<file path="config.mk">
export PLATFORM = sky130hd
export DESIGN_NAME = pixel_sparse_state_decoder_flat
export DESIGN_NICKNAME = d
export VERILOG_FILES = /design/src/hw/rtl/psd_pkg.sv /design/src/hw/rtl/psd_in_if.sv /design/src/hw/rtl/psd_out_if.sv /design/src/hw/rtl/pixel_sparse_state_decoder.sv /design/src/flat_wrapper.sv
export SDC_FILE = /design/constraint.sdc
export NUM_CORES = 2
export LEC_CHECK = 0
export BUFFER_PORTS_ARGS = -buffer_cell sky130_fd_sc_hd__buf_4
export CAP_MARGIN = 20
export CORE_AREA = 3 3 299 301
export DETAILED_ROUTE_END_ITERATION = 8
export DIE_AREA = 0 0 302 304
export PLACE_DENSITY = 0.68
export SYNTH_ARGS = -nofsm -noshare
export SYNTH_HDL_FRONTEND = slang
export SYNTH_SLANG_ARGS = --single-unit
</file>
<file path="constraint.sdc">
create_clock -name clk -period 7.4 [get_ports clk]
set_input_delay 0.74 -clock clk [delete_from_list [all_inputs] [get_ports clk]]
set_output_delay 0.74 -clock clk [all_outputs]
set_load 0.005 [all_outputs]
</file>
<file path="src/hw/rtl/psd_pkg.sv">
// Shared types, constants and field helpers of the pixel sparse state decoder.
`timescale 1ns / 1ps

package psd_pkg;

  localparam int SENSORS_PER_LADDER = 10;

  localparam int CFG_IDX_W  = 3;
  localparam int CFG_DATA_W = 7;

  localparam logic [CFG_IDX_W-1:0] REG_CHIP_LOW_BIT     = 3'd0;
  localparam logic [CFG_IDX_W-1:0] REG_CHIP_END_BIT     = 3'd1;
  localparam logic [CFG_IDX_W-1:0] REG_CHIP_HIGH_WEIGHT = 3'd2;
  localparam logic [CFG_IDX_W-1:0] REG_ROW_FLAG_BIT     = 3'd3;
  localparam logic [CFG_IDX_W-1:0] REG_RUN_LOW_BIT      = 3'd4;
  localparam logic [CFG_IDX_W-1:0] REG_RUN_END_BIT      = 3'd5;
  localparam logic [CFG_IDX_W-1:0] REG_VALUE_LOW_BIT    = 3'd6;
  localparam logic [CFG_IDX_W-1:0] REG_VALUE_END_BIT    = 3'd7;

  localparam logic [3:0] RST_CHIP_LOW_BIT     = 4'd12;
  localparam logic [4:0] RST_CHIP_END_BIT     = 5'd15;
  localparam logic [6:0] RST_CHIP_HIGH_WEIGHT = 7'd8;
  localparam logic [3:0] RST_ROW_FLAG_BIT     = 4'd15;
  localparam logic [3:0] RST_RUN_LOW_BIT      = 4'd10;
  localparam logic [4:0] RST_RUN_END_BIT      = 5'd12;
  localparam logic [3:0] RST_VALUE_LOW_BIT    = 4'd0;
  localparam logic [4:0] RST_VALUE_END_BIT    = 5'd10;

  localparam logic [15:0] ROW_UNSET = 16'hffff;

  typedef enum logic [1:0] {
    S_IDLE,
    S_ID,
    S_READ,
    S_EMIT
  } psd_state_t;

  // Bits [lo, end) of a 16-bit half; empty or reversed ranges give zero.
  function automatic logic [15:0] take_field(input logic [15:0] half,
                                             input logic [3:0]  lo,
                                             input logic [4:0]  end_bit);
    logic [16:0] mask;
    logic [15:0] keep;
    mask = (17'd1 << end_bit[3:0]) - 17'd1;
    keep = (end_bit >= 5'd16) ? half : (half & mask[15:0]);
    return keep >> lo;
  endfunction

  // Run length code saturated at three.
  function automatic logic [1:0] run_code(input logic [15:0] half,
                                          input logic [3:0]  lo,
                                          input logic [4:0]  end_bit);
    logic [15:0] f;
    f = take_field(half, lo, end_bit);
    return (f > 16'd3) ? 2'd3 : f[1:0];
  endfunction

endpackage

</file>
<file path="src/hw/rtl/psd_in_if.sv">
// Input channel: one hit word and its sector per transaction.
`timescale 1ns / 1ps

interface psd_in_if;
  logic        valid;
  logic        ready;
  logic [31:0] hit_word;
  logic [3:0]  sector_number;

  modport source (output valid, output hit_word, output sector_number, input ready);
  modport sink   (input valid, input hit_word, input sector_number, output ready);
endinterface

</file>
<file path="src/hw/rtl/psd_out_if.sv">
// Result channel: one fired pixel per transaction.
`timescale 1ns / 1ps

interface psd_out_if;
  logic       valid;
  logic       ready;
  logic [3:0] hit_sector;
  logic [2:0] hit_ladder;
  logic [3:0] hit_sensor;
  logic [9:0] hit_row;
  logic [9:0] hit_column;
  logic       last_hit;

  modport source (output valid, output hit_sector, output hit_ladder, output hit_sensor,
                  output hit_row, output hit_column, output last_hit, input ready);
  modport sink   (input valid, input hit_sector, input hit_ladder, input hit_sensor,
                  input hit_row, input hit_column, input last_hit, output ready);
endinterface

</file>
<file path="src/hw/rtl/pixel_sparse_state_decoder.sv">
// Top level of the pixel sparse state decoder.
`timescale 1ns / 1ps

// Decodes 32-bit sparse readout words into pixel hits. Each word is taken in
// the idle state; the chip id is formed and checked in the next cycle, which
// also issues the read of that sensor's stored row from the row memory; in
// the cycle after that the row is available, any row state is written back
// and the hit counts of both halves are fixed. Hits then leave through the
// output register at one per cycle while the sink is ready. last_hit marks
// the final hit of a word. Stored rows read as all ones until first written.
module pixel_sparse_state_decoder #(
  parameter int SECTORS = 10,
  parameter int LADDERS = 4,
  parameter int ROWS    = 928,
  parameter int COLUMNS = 960
) (
  input  logic                            clk,
  input  logic                            rst_n,
  input  logic                            cfg_we,
  input  logic [psd_pkg::CFG_IDX_W-1:0]   cfg_index,
  input  logic [psd_pkg::CFG_DATA_W-1:0]  cfg_wdata,
  psd_in_if.sink                          in_ch,
  psd_out_if.source                       out_ch
);

  localparam int CHIP_COUNT = LADDERS * psd_pkg::SENSORS_PER_LADDER;
  localparam int CHIP_W     = $clog2(CHIP_COUNT);

  // configuration
  logic [3:0] chip_low_r, row_flag_r, run_low_r, val_low_r;
  logic [4:0] chip_end_r, run_end_r, val_end_r;
  logic [6:0] weight_r;

  always_ff @(posedge clk) begin
    if (!rst_n) begin
      chip_low_r <= psd_pkg::RST_CHIP_LOW_BIT;
      chip_end_r <= psd_pkg::RST_CHIP_END_BIT;
      weight_r   <= psd_pkg::RST_CHIP_HIGH_WEIGHT;
      row_flag_r <= psd_pkg::RST_ROW_FLAG_BIT;
      run_low_r  <= psd_pkg::RST_RUN_LOW_BIT;
      run_end_r  <= psd_pkg::RST_RUN_END_BIT;
      val_low_r  <= psd_pkg::RST_VALUE_LOW_BIT;
      val_end_r  <= psd_pkg::RST_VALUE_END_BIT;
    end else if (cfg_we) begin
      unique case (cfg_index)
        psd_pkg::REG_CHIP_LOW_BIT:     chip_low_r <= cfg_wdata[3:0];
        psd_pkg::REG_CHIP_END_BIT:     chip_end_r <= cfg_wdata[4:0];
        psd_pkg::REG_CHIP_HIGH_WEIGHT: weight_r   <= cfg_wdata;
        psd_pkg::REG_ROW_FLAG_BIT:     row_flag_r <= cfg_wdata[3:0];
        psd_pkg::REG_RUN_LOW_BIT:      run_low_r  <= cfg_wdata[3:0];
        psd_pkg::REG_RUN_END_BIT:      run_end_r  <= cfg_wdata[4:0];
        psd_pkg::REG_VALUE_LOW_BIT:    val_low_r  <= cfg_wdata[3:0];
        psd_pkg::REG_VALUE_END_BIT:    val_end_r  <= cfg_wdata[4:0];
      endcase
    end
  end

  psd_pkg::psd_state_t state_r, state_nxt;

  logic        in_acc;
  logic [31:0] word_r;
  logic [3:0]  sector_r;

  // chip id decode
  logic [15:0]       f_lo, f_hi;
  logic [22:0]       prod;
  logic [23:0]       chip_id_full;
  logic              id_ok;
  logic [CHIP_W-1:0] chip_id;
  logic [2:0]        ladder_idx;
  logic [CHIP_W-1:0] chip_r;
  logic [2:0]        ladder_r;
  logic [3:0]        sensor_r;
  logic [1:0]        is_row_r;
  logic [15:0]       value_r [2];
  logic [1:0]        run_r   [2];

  // row memory
  logic [15:0]           row_mem [CHIP_COUNT];
  logic [CHIP_COUNT-1:0] row_vld_r;
  logic [15:0]           rd_data_r;
  logic                  rd_vld_r;
  logic                  mem_re, mem_we;
  logic [15:0]           stored_row, row_hi, new_row;

  // emission
  logic              sector_ok;
  logic [2:0]        cnt_nxt [2];
  logic [2:0]        cnt_r   [2];
  logic [9:0]        row_r   [2];
  logic              h_r;
  logic [1:0]        c_r;
  logic [2:0]        c_plus;
  logic              emit_load, emit_last, half_done;
  logic [15:0]       col_sum;
  logic              out_valid_r;

  assign in_ch.ready = (state_r == psd_pkg::S_IDLE);
  assign in_acc      = in_ch.valid && in_ch.ready;

  always_ff @(posedge clk) begin
    if (in_acc) begin
      word_r   <= in_ch.hit_word;
      sector_r <= in_ch.sector_number;
    end
  end

  assign f_lo         = psd_pkg::take_field(word_r[15:0], chip_low_r, chip_end_r);
  assign f_hi         = psd_pkg::take_field(word_r[31:16], chip_low_r, chip_end_r);
  assign prod         = 23'(f_hi) * 23'(weight_r);
  assign chip_id_full = {8'd0, f_lo} + {1'b0, prod};
  assign id_ok        = (chip_id_full != 24'd0) && (chip_id_full <= 24'(CHIP_COUNT));
  assign chip_id      = CHIP_W'(chip_id_full - 24'd1);

  always_comb begin
    ladder_idx = 3'd0;
    for (int i = 1; i < LADDERS; i++) begin
      if (CHIP_W'(i * psd_pkg::SENSORS_PER_LADDER) <= chip_id) ladder_idx = 3'(i);
    end
  end

  always_ff @(posedge clk) begin
    if (state_r == psd_pkg::S_ID) begin
      chip_r      <= chip_id;
      ladder_r    <= ladder_idx + 3'd1;
      sensor_r    <= 4'(chip_id - CHIP_W'(ladder_idx) *
                        CHIP_W'(psd_pkg::SENSORS_PER_LADDER)) + 4'd1;
      is_row_r[0] <= word_r[row_flag_r];
      is_row_r[1] <= word_r[5'(row_flag_r) + 5'd16];
      value_r[0]  <= psd_pkg::take_field(word_r[15:0], val_low_r, val_end_r);
      value_r[1]  <= psd_pkg::take_field(word_r[31:16], val_low_r, val_end_r);
      run_r[0]    <= psd_pkg::run_code(word_r[15:0], run_low_r, run_end_r);
      run_r[1]    <= psd_pkg::run_code(word_r[31:16], run_low_r, run_end_r);
    end
  end

  // Read in the id state, write back in the read state; the next word's read
  // comes only after the idle state, so no forwarding is needed.
  assign mem_re = (state_r == psd_pkg::S_ID) && id_ok;
  assign mem_we = (state_r == psd_pkg::S_READ) && (is_row_r != 2'b00);

  always_ff @(posedge clk) begin
    if (mem_we) row_mem[chip_r] <= new_row;
    if (mem_re) rd_data_r <= row_mem[chip_id];
  end

  always_ff @(posedge clk) begin
    if (!rst_n) begin
      row_vld_r <= '0;
      rd_vld_r  <= 1'b0;
    end else begin
      if (mem_we) row_vld_r[chip_r] <= 1'b1;
      if (mem_re) rd_vld_r <= row_vld_r[chip_id];
    end
  end

  assign stored_row = rd_vld_r ? rd_data_r : psd_pkg::ROW_UNSET;
  assign row_hi     = is_row_r[0] ? value_r[0] : stored_row;
  assign new_row    = is_row_r[1] ? value_r[1] : row_hi;
  assign sector_ok  = (sector_r != 4'd0) && (sector_r <= 4'(SECTORS));

  function automatic logic [2:0] hit_count(input logic [15:0] col, input logic [1:0] run,
                                           input logic [15:0] row, input logic enable);
    logic [16:0] avail;
    logic [2:0]  n;
    logic [2:0]  cnt;
    avail = 17'(COLUMNS) - {1'b0, col};
    n     = {1'b0, run} + 3'd1;
    if (!enable || ({1'b0, row} >= 17'(ROWS)) || ({1'b0, col} >= 17'(COLUMNS))) cnt = 3'd0;
    else if (avail < 17'(n)) cnt = avail[2:0];
    else cnt = n;
    return cnt;
  endfunction

  assign cnt_nxt[0] = hit_count(value_r[0], run_r[0], stored_row, sector_ok && !is_row_r[0]);
  assign cnt_nxt[1] = hit_count(value_r[1], run_r[1], row_hi, sector_ok && !is_row_r[1]);

  always_ff @(posedge clk) begin
    if (state_r == psd_pkg::S_READ) begin
      cnt_r[0] <= cnt_nxt[0];
      cnt_r[1] <= cnt_nxt[1];
      row_r[0] <= stored_row[9:0];
      row_r[1] <= row_hi[9:0];
    end
  end

  assign emit_load = (state_r == psd_pkg::S_EMIT) && (!out_valid_r || out_ch.ready);
  assign c_plus    = {1'b0, c_r} + 3'd1;
  assign half_done = (c_plus == cnt_r[h_r]);
  assign emit_last = half_done && (h_r || (cnt_r[1] == 3'd0));
  assign col_sum   = value_r[h_r] + 16'(c_r);

  always_ff @(posedge clk) begin
    if (state_r == psd_pkg::S_READ) begin
      h_r <= (cnt_nxt[0] == 3'd0);
      c_r <= 2'd0;
    end else if (emit_load) begin
      if (half_done) begin
        h_r <= 1'b1;
        c_r <= 2'd0;
      end else begin
        c_r <= c_plus[1:0];
      end
    end
  end

  always_ff @(posedge clk) begin
    if (!rst_n) begin
      out_valid_r <= 1'b0;
    end else if (emit_load) begin
      out_valid_r <= 1'b1;
    end else if (out_ch.ready) begin
      out_valid_r <= 1'b0;
    end
  end

  always_ff @(posedge clk) begin
    if (emit_load) begin
      out_ch.hit_sector <= sector_r;
      out_ch.hit_ladder <= ladder_r;
      out_ch.hit_sensor <= sensor_r;
      out_ch.hit_row    <= row_r[h_r];
      out_ch.hit_column <= col_sum[9:0];
      out_ch.last_hit   <= emit_last;
    end
  end

  assign out_ch.valid = out_valid_r;

  always_ff @(posedge clk) begin
    if (!rst_n) state_r <= psd_pkg::S_IDLE;
    else        state_r <= state_nxt;
  end

  always_comb begin
    state_nxt = state_r;
    unique case (state_r)
      psd_pkg::S_IDLE: if (in_acc) state_nxt = psd_pkg::S_ID;
      // drop words with a chip id out of range
      psd_pkg::S_ID:   state_nxt = id_ok ? psd_pkg::S_READ : psd_pkg::S_IDLE;
      psd_pkg::S_READ: begin
        if ((cnt_nxt[0] == 3'd0) && (cnt_nxt[1] == 3'd0)) state_nxt = psd_pkg::S_IDLE;
        else state_nxt = psd_pkg::S_EMIT;
      end
      psd_pkg::S_EMIT: if (emit_load && emit_last) state_nxt = psd_pkg::S_IDLE;
    endcase
  end

endmodule

</file>
<file path="src/flat_wrapper.sv">
// flat-port wrapper written by rule: the top's interface ports become plain ports
module pixel_sparse_state_decoder_flat 
#(
  parameter int SECTORS = 10,
  parameter int LADDERS = 4,
  parameter int ROWS    = 928,
  parameter int COLUMNS = 960
)
  (clk, rst_n, cfg_we, cfg_index, cfg_wdata, in_ch_valid, in_ch_hit_word, in_ch_sector_number, in_ch_ready, out_ch_valid, out_ch_hit_sector, out_ch_hit_ladder, out_ch_hit_sensor, out_ch_hit_row, out_ch_hit_column, out_ch_last_hit, out_ch_ready);
  psd_in_if in_ch_i ();
  psd_out_if out_ch_i ();
  input  logic clk;
  input  logic rst_n;
  input  logic cfg_we;
  input  logic [psd_pkg::CFG_IDX_W-1:0] cfg_index;
  input  logic [psd_pkg::CFG_DATA_W-1:0] cfg_wdata;
  input wire logic [$bits(in_ch_i.valid)-1:0] in_ch_valid;
  input wire logic [$bits(in_ch_i.hit_word)-1:0] in_ch_hit_word;
  input wire logic [$bits(in_ch_i.sector_number)-1:0] in_ch_sector_number;
  output wire logic [$bits(in_ch_i.ready)-1:0] in_ch_ready;
  output wire logic [$bits(out_ch_i.valid)-1:0] out_ch_valid;
  output wire logic [$bits(out_ch_i.hit_sector)-1:0] out_ch_hit_sector;
  output wire logic [$bits(out_ch_i.hit_ladder)-1:0] out_ch_hit_ladder;
  output wire logic [$bits(out_ch_i.hit_sensor)-1:0] out_ch_hit_sensor;
  output wire logic [$bits(out_ch_i.hit_row)-1:0] out_ch_hit_row;
  output wire logic [$bits(out_ch_i.hit_column)-1:0] out_ch_hit_column;
  output wire logic [$bits(out_ch_i.last_hit)-1:0] out_ch_last_hit;
  input wire logic [$bits(out_ch_i.ready)-1:0] out_ch_ready;
  assign in_ch_i.valid = in_ch_valid;
  assign in_ch_i.hit_word = in_ch_hit_word;
  assign in_ch_i.sector_number = in_ch_sector_number;
  assign in_ch_ready = in_ch_i.ready;
  assign out_ch_valid = out_ch_i.valid;
  assign out_ch_hit_sector = out_ch_i.hit_sector;
  assign out_ch_hit_ladder = out_ch_i.hit_ladder;
  assign out_ch_hit_sensor = out_ch_i.hit_sensor;
  assign out_ch_hit_row = out_ch_i.hit_row;
  assign out_ch_hit_column = out_ch_i.hit_column;
  assign out_ch_last_hit = out_ch_i.last_hit;
  assign out_ch_i.ready = out_ch_ready;
  pixel_sparse_state_decoder #(.SECTORS(SECTORS), .LADDERS(LADDERS), .ROWS(ROWS), .COLUMNS(COLUMNS)) u_core (.clk(clk), .rst_n(rst_n), .cfg_we(cfg_we), .cfg_index(cfg_index), .cfg_wdata(cfg_wdata), .in_ch(in_ch_i), .out_ch(out_ch_i));
endmodule
</file>
==> impl_summary.txt <==
----------------------------------------------------
[Final layout]
  Final design utilization ... 58.0%
  Number of filler instances in the final layout ... 6,715
  Post-route cell area ... 50,400 sq um
  Commonest non-fill, non-tap cells in the layout ... sky130_fd_sc_hd__edfxtp_1 (802), sky130_fd_sc_hd__buf_4 (311), sky130_fd_sc_hd__nand2_1 (266), sky130_fd_sc_hd__nor2_1 (248), sky130_fd_sc_hd__mux4_2 (219)
  Most frequent standard cell in the layout excluding fill and tap cells ... sky130_fd_sc_hd__edfxtp_1
  Share of final-layout standard cells stronger than drive strength 1 ... 26.0%
  Layout area overhead ... 16.5%
  Number of nets in the layout ... 3,495

[Logic synthesis]
  Post-Synthesis Net Count ... 3,255
  Yosys reg bits ... 887
  Synthesized cell area ... 43,300 sq um
  Fraction of synthesized cell area taken by the top area cell type ... 55.6%
  Number of cells produced by synthesis ... 3,048
  Proportion of synthesized flip-flops having asynchronous set or reset ... 0%
  Proportion of synthesized chip area in sequential cells ... 59.6%
  Yosys warnings ... 0
  Leading area contributor after synthesis ... sky130_fd_sc_hd__edfxtp_1
  Synth cell types ... 83
  Mean cell area of the mapped netlist ... 14.2 sq um
  EDFF count, synth ... 802
  Primary flip-flop cell chosen by synthesis mapping ... sky130_fd_sc_hd__edfxtp_1
  Top post-synthesis cells by area ... sky130_fd_sc_hd__edfxtp_1 (56%), sky130_fd_sc_hd__mux4_2 (11%), sky130_fd_sc_hd__fa_1 (4.0%)

[Clock tree]
  Deepest level of the CTS H-tree ... 3
  Clock slew seen by the registers of the worst setup and hold paths ... 0.06 ns
  Clock latency on the worst-skew pair ... 0.68 ns
  Post-CTS Hold Fix Bufs ... 0
  CTS tree ... done
  Clk buf depth ... 3
  # clock sinks ... 887
  Clock tree root driver cell ... sky130_fd_sc_hd__clkbuf_16
  TritonCTS Buffers ... 90

[Worst setup path]
  Worst r2r path cells ... 29
  Slowest cell on the critical path ... sky130_fd_sc_hd__fa_1
  Kind of critical path ... flop to flop
  Largest fanout of any net on the critical path ... 8
  Element type at the critical path start ... flop
  Kind of capture point of the worst setup path ... flop
  Most used cell along the critical path ... sky130_fd_sc_hd__fa_1
  Worst path arrival time ... 7.99 ns
  Data required time at the worst endpoint ... 7.79 ns
  Longest individual stage delay on the worst path ... 0.56 ns

[GRT]
  First-pass GRT wire length ... 172 mm
  Grt ovf ... 0
  Initial antenna violation count ... 1
  Number of global-route vias before repair ... 27,558
  Maximum number of pins on one net before global-route repair ... 92
  Overall track demand over capacity in global routing ... 24.8%

[Route]
  Count of antenna-violating nets left after detailed routing ... 0
  Number of iterations in the first detailed-routing pass ... 5
  Via count ... 27,345
  Drt drc ... 0
  Detailed-route vias per instance ... 6.05
  Number of DRC markers after the initial detailed-route iteration ... 2,596
  Detailed-route wire length ... 113 mm
  Post-DR wirelength/cell ... 25.1 um

[Status]
  Violations in the final reports ... setup timing
  Outcome ... finished, violations left

[Timing]
  Final-report setup violation count ... 19
  Part of the cycle the worst path needs ... 103%
  Max frequency ... 132 MHz
  Final count of pins violating max slew ... 0
  Worst-Margin Slew ... 1.08 ns
  Total count of hold-check failures in the final report ... 0
  Post-layout worst setup margin ... -0.197 ns
  RSZ-0062 raised after global routing ... yes
  Post-route minimum period ... 7.60 ns
  Worst max-slew margin expressed relative to the limit ... 27.4%
  Clk_skew ... 0.0384 ns

[Power and ir drop]
  Power per cell area ... 258 nW/um^2
  Final Total Pwr ... 13.0 mW
  Peak supply drop ... 274 uV
  Leakage Power ... 17.2 nW

[Worst hold path]
  Hold path depth ... 1
  Hold WC Path Type ... primary input to flop

[Placed design]
  Last weighted congestion value of the routability-driven placer ... 0.900
  Area post-placement ... 46,600 sq um
  Count of buffers inserted at the top-level ports ... 84
  HPWL reported at the end of detailed placement ... 73.2 mm

[Run]
  Max_cap viols ... 0

[Floorplan]
  DIE AREA ... 91,800 sq um
  Area of the core ... 86,900 sq um
  Die extent in x ... 302 um
  Starting density of the core ... 49.8%
  Height of the die ... 304 um
  Number of placement rows ... 108
  I/O pin cnt ... 85

----------------------------------------------------
[path summary, 6_finish.rpt]
path,from,end,slack [ns]
setup / recovery,u_core.chip_end_r[0],u_core.rd_data_r[5],-0.20
hold reg to reg,u_core.ladder_r[2],u_core.out_ch.hit_ladder[2],0.41
hold / removal,in_ch_sector_number[3],u_core.sector_r[3],0.27
setup reg to reg,u_core.chip_end_r[0],u_core.rd_data_r[5],-0.20
[cell type report]
| cell class | count | area [sq um] | share of cell area, % |
|---|---|---|---|
| antenna | 1 | 2.50 | 0.00496 |
| clock buffer | 113 | 2380 | 4.72 |
| clock inverter | 54 | 608 | 1.21 |
| inverter | 126 | 478 | 0.948 |
| multi-input combinational | 1857 | 17100 | 33.9 |
| sequential | 887 | 25800 | 51.1 |
| tap | 1155 | 1450 | 2.87 |
| timing repair buffer | 326 | 2610 | 5.18 |
[repair_timing]
item	in CTS	in global routing
buffers inserted	11	14
cloned	1	1
setup endpoints to repair	20	30
resized for setup	58	70
pin swaps	30	56
[synth_stat cells (all sizes together), types with 22 or more instances]
library cell	number
a211oi	38
a21oi	93
a31oi	37
and2	63
buf	51
clkbuf	127
dfxtp	85
edfxtp	802
fa	87
ha	69
inv	124
mux2	57
mux2i	104
mux4	219
nand2	268
nand2b	37
nand3	56
nor2	254
nor2b	35
nor3	31
o21ai	138
xnor2	22
[worst max-delay path, delay by kind of cell, from the launching register on]
kind                     cells  cell delay [ns]
AO/OA/AOI/OAI                5             1.71
adder cells (fa/ha/maj)      6             2.57
buffers and inverters        6             0.78
flip-flops                   1             0.31
multiplexers                 2             0.41
AND/OR/NAND/NOR             10             1.57
[registers in the layout (all words and copies together) (netlist names), 4 cells and up, named ones only]
signal / flops
u_core.sensor_r: 4
u_core.run_end_r: 5
u_core.value_r: 32
u_core.out_ch.hit_sensor: 4
u_core.out_ch.hit_column: 10
u_core.cnt_r: 6
u_core.word_r: 32
u_core.row_flag_r: 4
u_core.run_low_r: 4
u_core.chip_low_r: 4
u_core.run_r: 4
u_core.weight_r: 7
u_core.chip_r: 6
u_core.out_ch.hit_sector: 4
u_core.val_low_r: 4
u_core.chip_end_r: 5
u_core.val_end_r: 5
u_core.sector_r: 4
u_core.rd_data_r: 16
u_core.out_ch.hit_row: 10
u_core.row_vld_r: 40
u_core.row_mem: 640
u_core.row_r: 20
[logic make-up after synthesis]
logic type	synth area share [%]
compound gates	6.87
fa+ha+maj	6.02
buf+inv	2.70
simple gates	8.87
flops	59.6
xor+xnor	0.665
mux	15.3
[report_power, final]
group,internal (mW),switching (mW)
combinational,1.19,1.50
clock,2.62,1.93
sequential,5.68,0.106
[through the flow]
stage	hold slack, ns	setup TNS, ns	setup WS (ns)	std cells
2_1_floorplan	0.400	0	0.00730	3048
3_3_place_gp	0.408	-12.94	-0.730	4323
3_5_place_dp	0.407	-11.18	-0.629	4323
4_1_cts	0.226	-2.36	-0.142	4502
5_1_grt	0.223	-8.27	-0.451	4518
6_report	0.267	-3.17	-0.197	4519
[metal layers]
metal | global-route usage (%) | wire length (um) | vias up
met4 | 9.21 | 4430 | 2
met3 | 3.70 | 8230 | 235
met5 | 0 | 13 | -
met2 | 41.2 | 55900 | 1177
met1 | 33.3 | 44700 | 13866
li1 | - | - | 12065
No activity file was read; power rests on OpenSTA's default activity.
